--- config.mk ---
export PLATFORM = sky130hd
export DESIGN_NAME = ripc_result
export DESIGN_NICKNAME = d
export VERILOG_FILES = /design/src/ripc_pkg.sv /design/src/ripc_result.sv
export SDC_FILE = /design/constraint.sdc
export NUM_CORES = 2
export LEC_CHECK = 0
export ABC_AREA = 1
export BUFFER_PORTS_ARGS = -buffer_cell sky130_fd_sc_hd__clkbuf_2
export CAP_MARGIN = 20
export CORE_MARGIN = 2
export CORE_UTILIZATION = 45
export DETAILED_ROUTE_END_ITERATION = 8
export MAX_ROUTING_LAYER = met4
export PLACE_DENSITY = 0.67
export SLEW_MARGIN = 20
export SYNTH_ARGS = -nofsm -noshare
export SYNTH_HDL_FRONTEND = slang
export SYNTH_SLANG_ARGS = --single-unit
--- constraint.sdc ---
create_clock -name clock -period 19.4 [get_ports clock]
set_clock_uncertainty 0.05 [all_clocks]
set_input_delay 1.94 -clock clock [delete_from_list [all_inputs] [get_ports clock]]
set_output_delay 1.94 -clock clock [all_outputs]
set_load 0.01 [all_outputs]
--- src/ripc_pkg.sv ---
// ripc_pkg: shared constants and types of the rand index pair counter
// no dependencies; imported by ripc_table, ripc_result and the top level
`default_nettype none

package ripc_pkg;

   // default sizes of labels and counts
   localparam int LABEL_BITS_DEF   = 8;
   localparam int COUNT_BITS_DEF   = 24;

   // fixed field widths of the channels
   localparam int LABEL_FIELD_BITS = 8;
   localparam int N_OUT_BITS       = 24;
   localparam int SUM_BITS         = 48;
   localparam int PAIR_BITS        = 47;
   localparam int REQ_DATA_BITS    = 16;
   localparam int RSP_DATA_BITS    = 264;
   localparam int RSP_USED_BITS    = N_OUT_BITS + 3 * SUM_BITS + 2 * PAIR_BITS;
   localparam int RSP_PAD_BITS     = RSP_DATA_BITS - RSP_USED_BITS;

   // stack tag kept beside every table entry
   localparam int EPOCH_BITS       = 4;

   // results that may be in flight in the finishing pipeline
   localparam int RESULT_SLOTS     = 4;

   localparam logic [SUM_BITS-1:0]  SUM_MAX  = '1;
   localparam logic [PAIR_BITS-1:0] PAIR_MAX = '1;

   // per-beat control shared by the three count tables
   typedef struct packed {
      logic                  rd_en;      // beat accepted, read its entry
      logic                  upd;        // beat in update stage is counted
      logic                  stack_end;  // last beat of a stack in update stage
      logic                  sweep_en;   // clearing pass writes zero entries
      logic [EPOCH_BITS-1:0] epoch;      // tag of the current stack
   } tbl_ctrl_type;

endpackage

`default_nettype wire

--- src/ripc_result.sv ---
// ripc_result: finishing pipeline for one stack result (square, pair counts, output register)
// depends on ripc_pkg
`default_nettype none

module ripc_result
   import ripc_pkg::*;
#(
   parameter int COUNT_BITS = COUNT_BITS_DEF
) (
   input  wire logic                     clock,
   input  wire logic                     reset,
   input  wire logic                     cap,
   input  wire logic [COUNT_BITS-1:0]    n_in,
   input  wire logic [SUM_BITS-1:0]      rec_sum_in,
   input  wire logic [SUM_BITS-1:0]      gt_sum_in,
   input  wire logic [SUM_BITS-1:0]      pair_sum_in,
   input  wire logic                     ovf_in,
   output logic                          room,
   output logic                          rsp_tvalid,
   input  wire logic                     rsp_tready,
   output logic      [RSP_DATA_BITS-1:0] rsp_tdata,
   output logic                          rsp_tuser
);

   localparam int NN_BITS  = 2 * COUNT_BITS;
   localparam int POS_BITS = ((NN_BITS > SUM_BITS + 1) ? NN_BITS : SUM_BITS + 1) + 1;

   logic                  r1_v_ff, r1_v_in, r2_v_ff, r2_v_in, r3_v_ff, r3_v_in, out_v_in;
   logic [COUNT_BITS-1:0] r1_n_ff, r2_n_ff, r3_n_ff;
   logic [SUM_BITS-1:0]   r1_sa_ff, r1_sb_ff, r1_sc_ff;
   logic [SUM_BITS-1:0]   r2_sa_ff, r2_sb_ff, r2_sc_ff;
   logic [SUM_BITS-1:0]   r3_sa_ff, r3_sb_ff, r3_sc_ff;
   logic                  r1_o_ff, r2_o_ff, r3_o_ff;
   logic [NN_BITS-1:0]    r2_nn_ff, r2_nn_in;
   logic [POS_BITS-1:0]   r3_pos_ff, r3_neg_ff, r3_tot_ff;
   logic [POS_BITS-1:0]   r3_pos_in, r3_neg_in, r3_tot_in;

   logic                  adv_o, adv3, adv2;
   logic [2:0]            used;
   logic [POS_BITS:0]     diff;
   logic [POS_BITS-2:0]   agree_half, tot_half;
   logic [PAIR_BITS-1:0]  agree, total;

   always_comb begin
      adv_o = r3_v_ff && (!rsp_tvalid || rsp_tready);
      adv3  = r2_v_ff && (!r3_v_ff || adv_o);
      adv2  = r1_v_ff && (!r2_v_ff || adv3);

      r1_v_in  = cap ? 1'b1 : (adv2 ? 1'b0 : r1_v_ff);
      r2_v_in  = adv2 ? 1'b1 : (adv3 ? 1'b0 : r2_v_ff);
      r3_v_in  = adv3 ? 1'b1 : (adv_o ? 1'b0 : r3_v_ff);
      out_v_in = adv_o ? 1'b1 : (rsp_tready ? 1'b0 : rsp_tvalid);

      used = 3'(r1_v_ff) + 3'(r2_v_ff) + 3'(r3_v_ff) + 3'(rsp_tvalid) + 3'(cap);
      room = (used < 3'(RESULT_SLOTS));

      r2_nn_in  = r1_n_ff * r1_n_ff;
      r3_pos_in = POS_BITS'(r2_nn_ff) + POS_BITS'({r2_sc_ff, 1'b0});
      r3_neg_in = POS_BITS'(r2_n_ff) + POS_BITS'(r2_sa_ff) + POS_BITS'(r2_sb_ff);
      r3_tot_in = POS_BITS'(r2_nn_ff - NN_BITS'(r2_n_ff));

      // agreeing pairs clamp at zero when saturated counts make it negative
      diff       = {1'b0, r3_pos_ff} - {1'b0, r3_neg_ff};
      agree_half = diff[POS_BITS-1:1];
      tot_half   = r3_tot_ff[POS_BITS-1:1];
      if (diff[POS_BITS]) begin
         agree = '0;
      end else if (agree_half[POS_BITS-2:PAIR_BITS] != '0) begin
         agree = PAIR_MAX;
      end else begin
         agree = agree_half[PAIR_BITS-1:0];
      end
      if (tot_half[POS_BITS-2:PAIR_BITS] != '0) begin
         total = PAIR_MAX;
      end else begin
         total = tot_half[PAIR_BITS-1:0];
      end
   end

   always_ff @(posedge clock) begin
      if (reset) begin
         r1_v_ff    <= 1'b0;
         r2_v_ff    <= 1'b0;
         r3_v_ff    <= 1'b0;
         rsp_tvalid <= 1'b0;
      end else begin
         r1_v_ff    <= r1_v_in;
         r2_v_ff    <= r2_v_in;
         r3_v_ff    <= r3_v_in;
         rsp_tvalid <= out_v_in;
      end
   end

   always_ff @(posedge clock) begin
      if (cap) begin
         r1_n_ff  <= n_in;
         r1_sa_ff <= rec_sum_in;
         r1_sb_ff <= gt_sum_in;
         r1_sc_ff <= pair_sum_in;
         r1_o_ff  <= ovf_in;
      end
      if (adv2) begin
         r2_n_ff  <= r1_n_ff;
         r2_sa_ff <= r1_sa_ff;
         r2_sb_ff <= r1_sb_ff;
         r2_sc_ff <= r1_sc_ff;
         r2_o_ff  <= r1_o_ff;
         r2_nn_ff <= r2_nn_in;
      end
      if (adv3) begin
         r3_n_ff   <= r2_n_ff;
         r3_sa_ff  <= r2_sa_ff;
         r3_sb_ff  <= r2_sb_ff;
         r3_sc_ff  <= r2_sc_ff;
         r3_o_ff   <= r2_o_ff;
         r3_pos_ff <= r3_pos_in;
         r3_neg_ff <= r3_neg_in;
         r3_tot_ff <= r3_tot_in;
      end
      if (adv_o) begin
         rsp_tdata <= {{RSP_PAD_BITS{1'b0}}, total, agree, r3_sc_ff, r3_sb_ff, r3_sa_ff,
                       N_OUT_BITS'(r3_n_ff)};
         rsp_tuser <= r3_o_ff;
      end
   end

   // the request side only lets a last beat through when a slot is guaranteed
   a_capture_fits: assert property (@(posedge clock) disable iff (reset)
      cap |-> (!r1_v_ff || adv2))
      else $error("result captured into an occupied first stage");

endmodule

`default_nettype wire

==> results_dict.tcl <==
set metrics [dict create \
    status "finished clean" \
    timing.final.crit_share 0.372 \
    critPathMaxFanout 25 \
    cts_buffers 101 \
    setup_slack_ns 12.19 \
    antenna_found_initial 12 \
    setup_viol 0 \
    ys_async_sr_fraction 0 \
    wire_per_inst_um 21.7 \
    grt_max_degree 113 \
    clkSlewWorstSetupHoldPaths_ns 0.06 \
    cts_tree "built" \
    final-seq-area_um2 28900 \
    fp.coreArea_um2 133000 \
    ant_nets 0 \
    ff2ff_setup_slack_ns 12.19 \
    cts-root-buf "clkbuf_16" \
    ys_warn_count 0 \
    drive_gt1_frac 0.112 \
    via_per_inst 5.14 \
    numClockSinks 965 \
    num_rows 134 \
    clk_latency_ns 0.74 \
    overflow 0 \
    clock_path_buffers 3 \
    reg_top3 "rsp_tdata: 262 flops, r3_neg_ff: 50 flops" \
    cts_resized 0 \
    max_slew_margin 0.280 \
    rsz0062_at_grt "false" \
    drv_cap 0 \
    critPathLaunchType "register" \
    syn2layout_area_growth_pct 12.9 \
    holdBufCountCts 0 \
    synth_ff_type "edfxtp_1" \
    synth-edff-count 961 \
    yosysUniqueCellTypes 49 \
    track_usage 0.269 \
    worstSetupPathType "reg -> reg" \
    grt_pass1_wl_mm 266 \
    htree_levels 3 \
    grt_pass1_vias 43000 \
    hold_viol_final 0 \
    timing.final.crit_period_ns 7.21 \
    final-max-slew-violation-count 0 \
    drc 0 \
    numPortBuffers 437 \
    dieHeight_um 370 \
    fillers 12100 \
    largest_reg_flops 262 \
    firstDrtPassIters 9 \
    hpwlAfterDp_mm 142 \
    cp-end-kind "register" \
    final_nets 7306 \
    dieArea_um2 137000 \
    num_vias 42000 \
    gp_congestion 0.982 \
    cp.arrival_ns 7.58 \
    yosysSeqAreaShare 0.479 \
    avgSynthCellArea_um2 10.4 \
    syn_inst 5809 \
    worst_slew_pin_slew_ns 1.08 \
    ys_ff_latch 965 \
    postCtsSetupRepairBufs 0 \
    fin_tns_setup_ns 0 \
    start_util 0.453 \
    multi_input_area_um2 26600 \
    routed_wl_mm 178 \
    syn_area_um2 60400 \
    regMostFlops "rsp_tdata" \
    die_width_um 370 \
    ios 440 \
    hold_path_class "reg -> reg" \
    first_iter_violations 3349 \
    max_freq_ghz 0.139 \
    worstPathRequired_ns 19.77 \
    dp_slack_ns 12.16 \
]
[cells by family after synthesis]
kind of cell / Yosys count / synth area share
buffers and inverters: 1294 / 0.0813
and+or+nand+nor: 2001 / 0.137
AOI/OAI and AO/OA: 539 / 0.0497
xor gates and xnor gates: 191 / 0.0277
DFF: 965 / 0.479
other: 1 / 0.0000620
adders and majority gates: 818 / 0.225
[cell usage after synthesis, types with 5 or more instances]
| library cell | number | area (um^2) |
|---|---|---|
| o21a_1 | 18 | 135 |
| nor2_1 | 454 | 1700 |
| o211ai_1 | 9 | 67.6 |
| nor4_1 | 19 | 119 |
| edfxtp_1 | 961 | 28900 |
| fa_1 | 450 | 9010 |
| xor2_1 | 114 | 998 |
| or2_2 | 49 | 307 |
| inv_1 | 1218 | 4570 |
| buf_2 | 10 | 50.1 |
| buf_4 | 5 | 37.5 |
| inv_2 | 5 | 18.8 |
| a31oi_1 | 24 | 150 |
| nand4_1 | 63 | 394 |
| a21oi_1 | 276 | 1380 |
| nand3_1 | 130 | 651 |
| nand2_1 | 1182 | 4440 |
| o21bai_1 | 24 | 180 |
| nand2_2 | 6 | 37.5 |
| nor2_2 | 15 | 93.8 |
| clkbuf_1 | 54 | 203 |
| o21ai_1 | 5 | 25.0 |
| o21ai_0 | 127 | 636 |
| ha_1 | 368 | 4600 |
| a21o_1 | 27 | 203 |
| a21boi_0 | 15 | 113 |
| nand3b_1 | 16 | 120 |
| xnor2_1 | 77 | 674 |
| nor3_1 | 44 | 220 |
[worst max-delay path, stage by stage, from the launching register on]
cell,delay [ns]
edfxtp_1,0.32
buf_4,0.37
nand2_1,0.15
fa_1,0.63
inv_1,0.08
fa_1,0.53
inv_1,0.05
fa_1,0.50
inv_1,0.05
fa_1,0.55
fa_1,0.43
fa_1,0.50
inv_1,0.05
fa_1,0.47
inv_1,0.04
ha_1,0.36
a21oi_1,0.33
o21ai_0,0.28
a21oi_1,0.43
o22ai_1,0.12
nor2_1,0.25
nand3_1,0.14
xor2_1,0.16
[layout make-up]
| cell class | instances | share of cell area |
|---|---|---|
| multi-input cells | 3551 | 0.390 |
| repair buffers | 473 | 0.0366 |
| clock buffers | 120 | 0.0387 |
| well taps | 1768 | 0.0324 |
| clock inverters | 63 | 0.0108 |
| flip-flops and latches | 965 | 0.424 |
| inverters | 1223 | 0.0675 |
| diodes | 3 | 0.000110 |
[routing by layer]
layer  up-vias  track usage  share of wire
met3       284       0.0332          0.061
met2      1402        0.443           0.49
met5         -            -              0
met1     20600        0.346           0.42
li1      19700            -              -
met4         0       0.0902          0.035
[cell usage in the layout (no fill, tap or decap), types with 127 or more instances in the layout]
cell      count
clkbuf_2    436
fa_1        450
ha_1        368
edfxtp_1    961
nor2_1      453
a21oi_1     276
o21ai_0     127
nand3_1     130
inv_1      1216
nand2_1    1182
[through the flow]
step | instance area [um^2] | util | instances | hold WS [ns]
finish | 68200 | 0.511 | 8166 | 0.356
global route | 68200 | 0.511 | 8166 | 0.356
CTS | 68200 | 0.511 | 8162 | 0.348
detailed placement | 64800 | 0.486 | 7979 | 0.355
global placement | 64800 | 0.486 | 7979 | 0.350
floorplan | 60400 | - | 5810 | 0.350
[path summary, 6_finish.rpt]
kind / startpoint / endpoint / depth (start not counted)
worst max register to register: r1_n_ff[18]$_DFFE_PP_ / r2_nn_ff[42]$_DFFE_PP_ / 22
worst min-delay path: r1_sa_ff[7]$_DFFE_PP_ / r2_sa_ff[7]$_DFFE_PP_ / 0
worst max-delay path: r1_n_ff[18]$_DFFE_PP_ / r2_nn_ff[42]$_DFFE_PP_ / 22
worst min register to register: r1_sa_ff[7]$_DFFE_PP_ / r2_sa_ff[7]$_DFFE_PP_ / 0
Power is left out: the tool's default activity adds up to more than one toggle a clock period on the data nets, which glitch-free logic cannot reach.
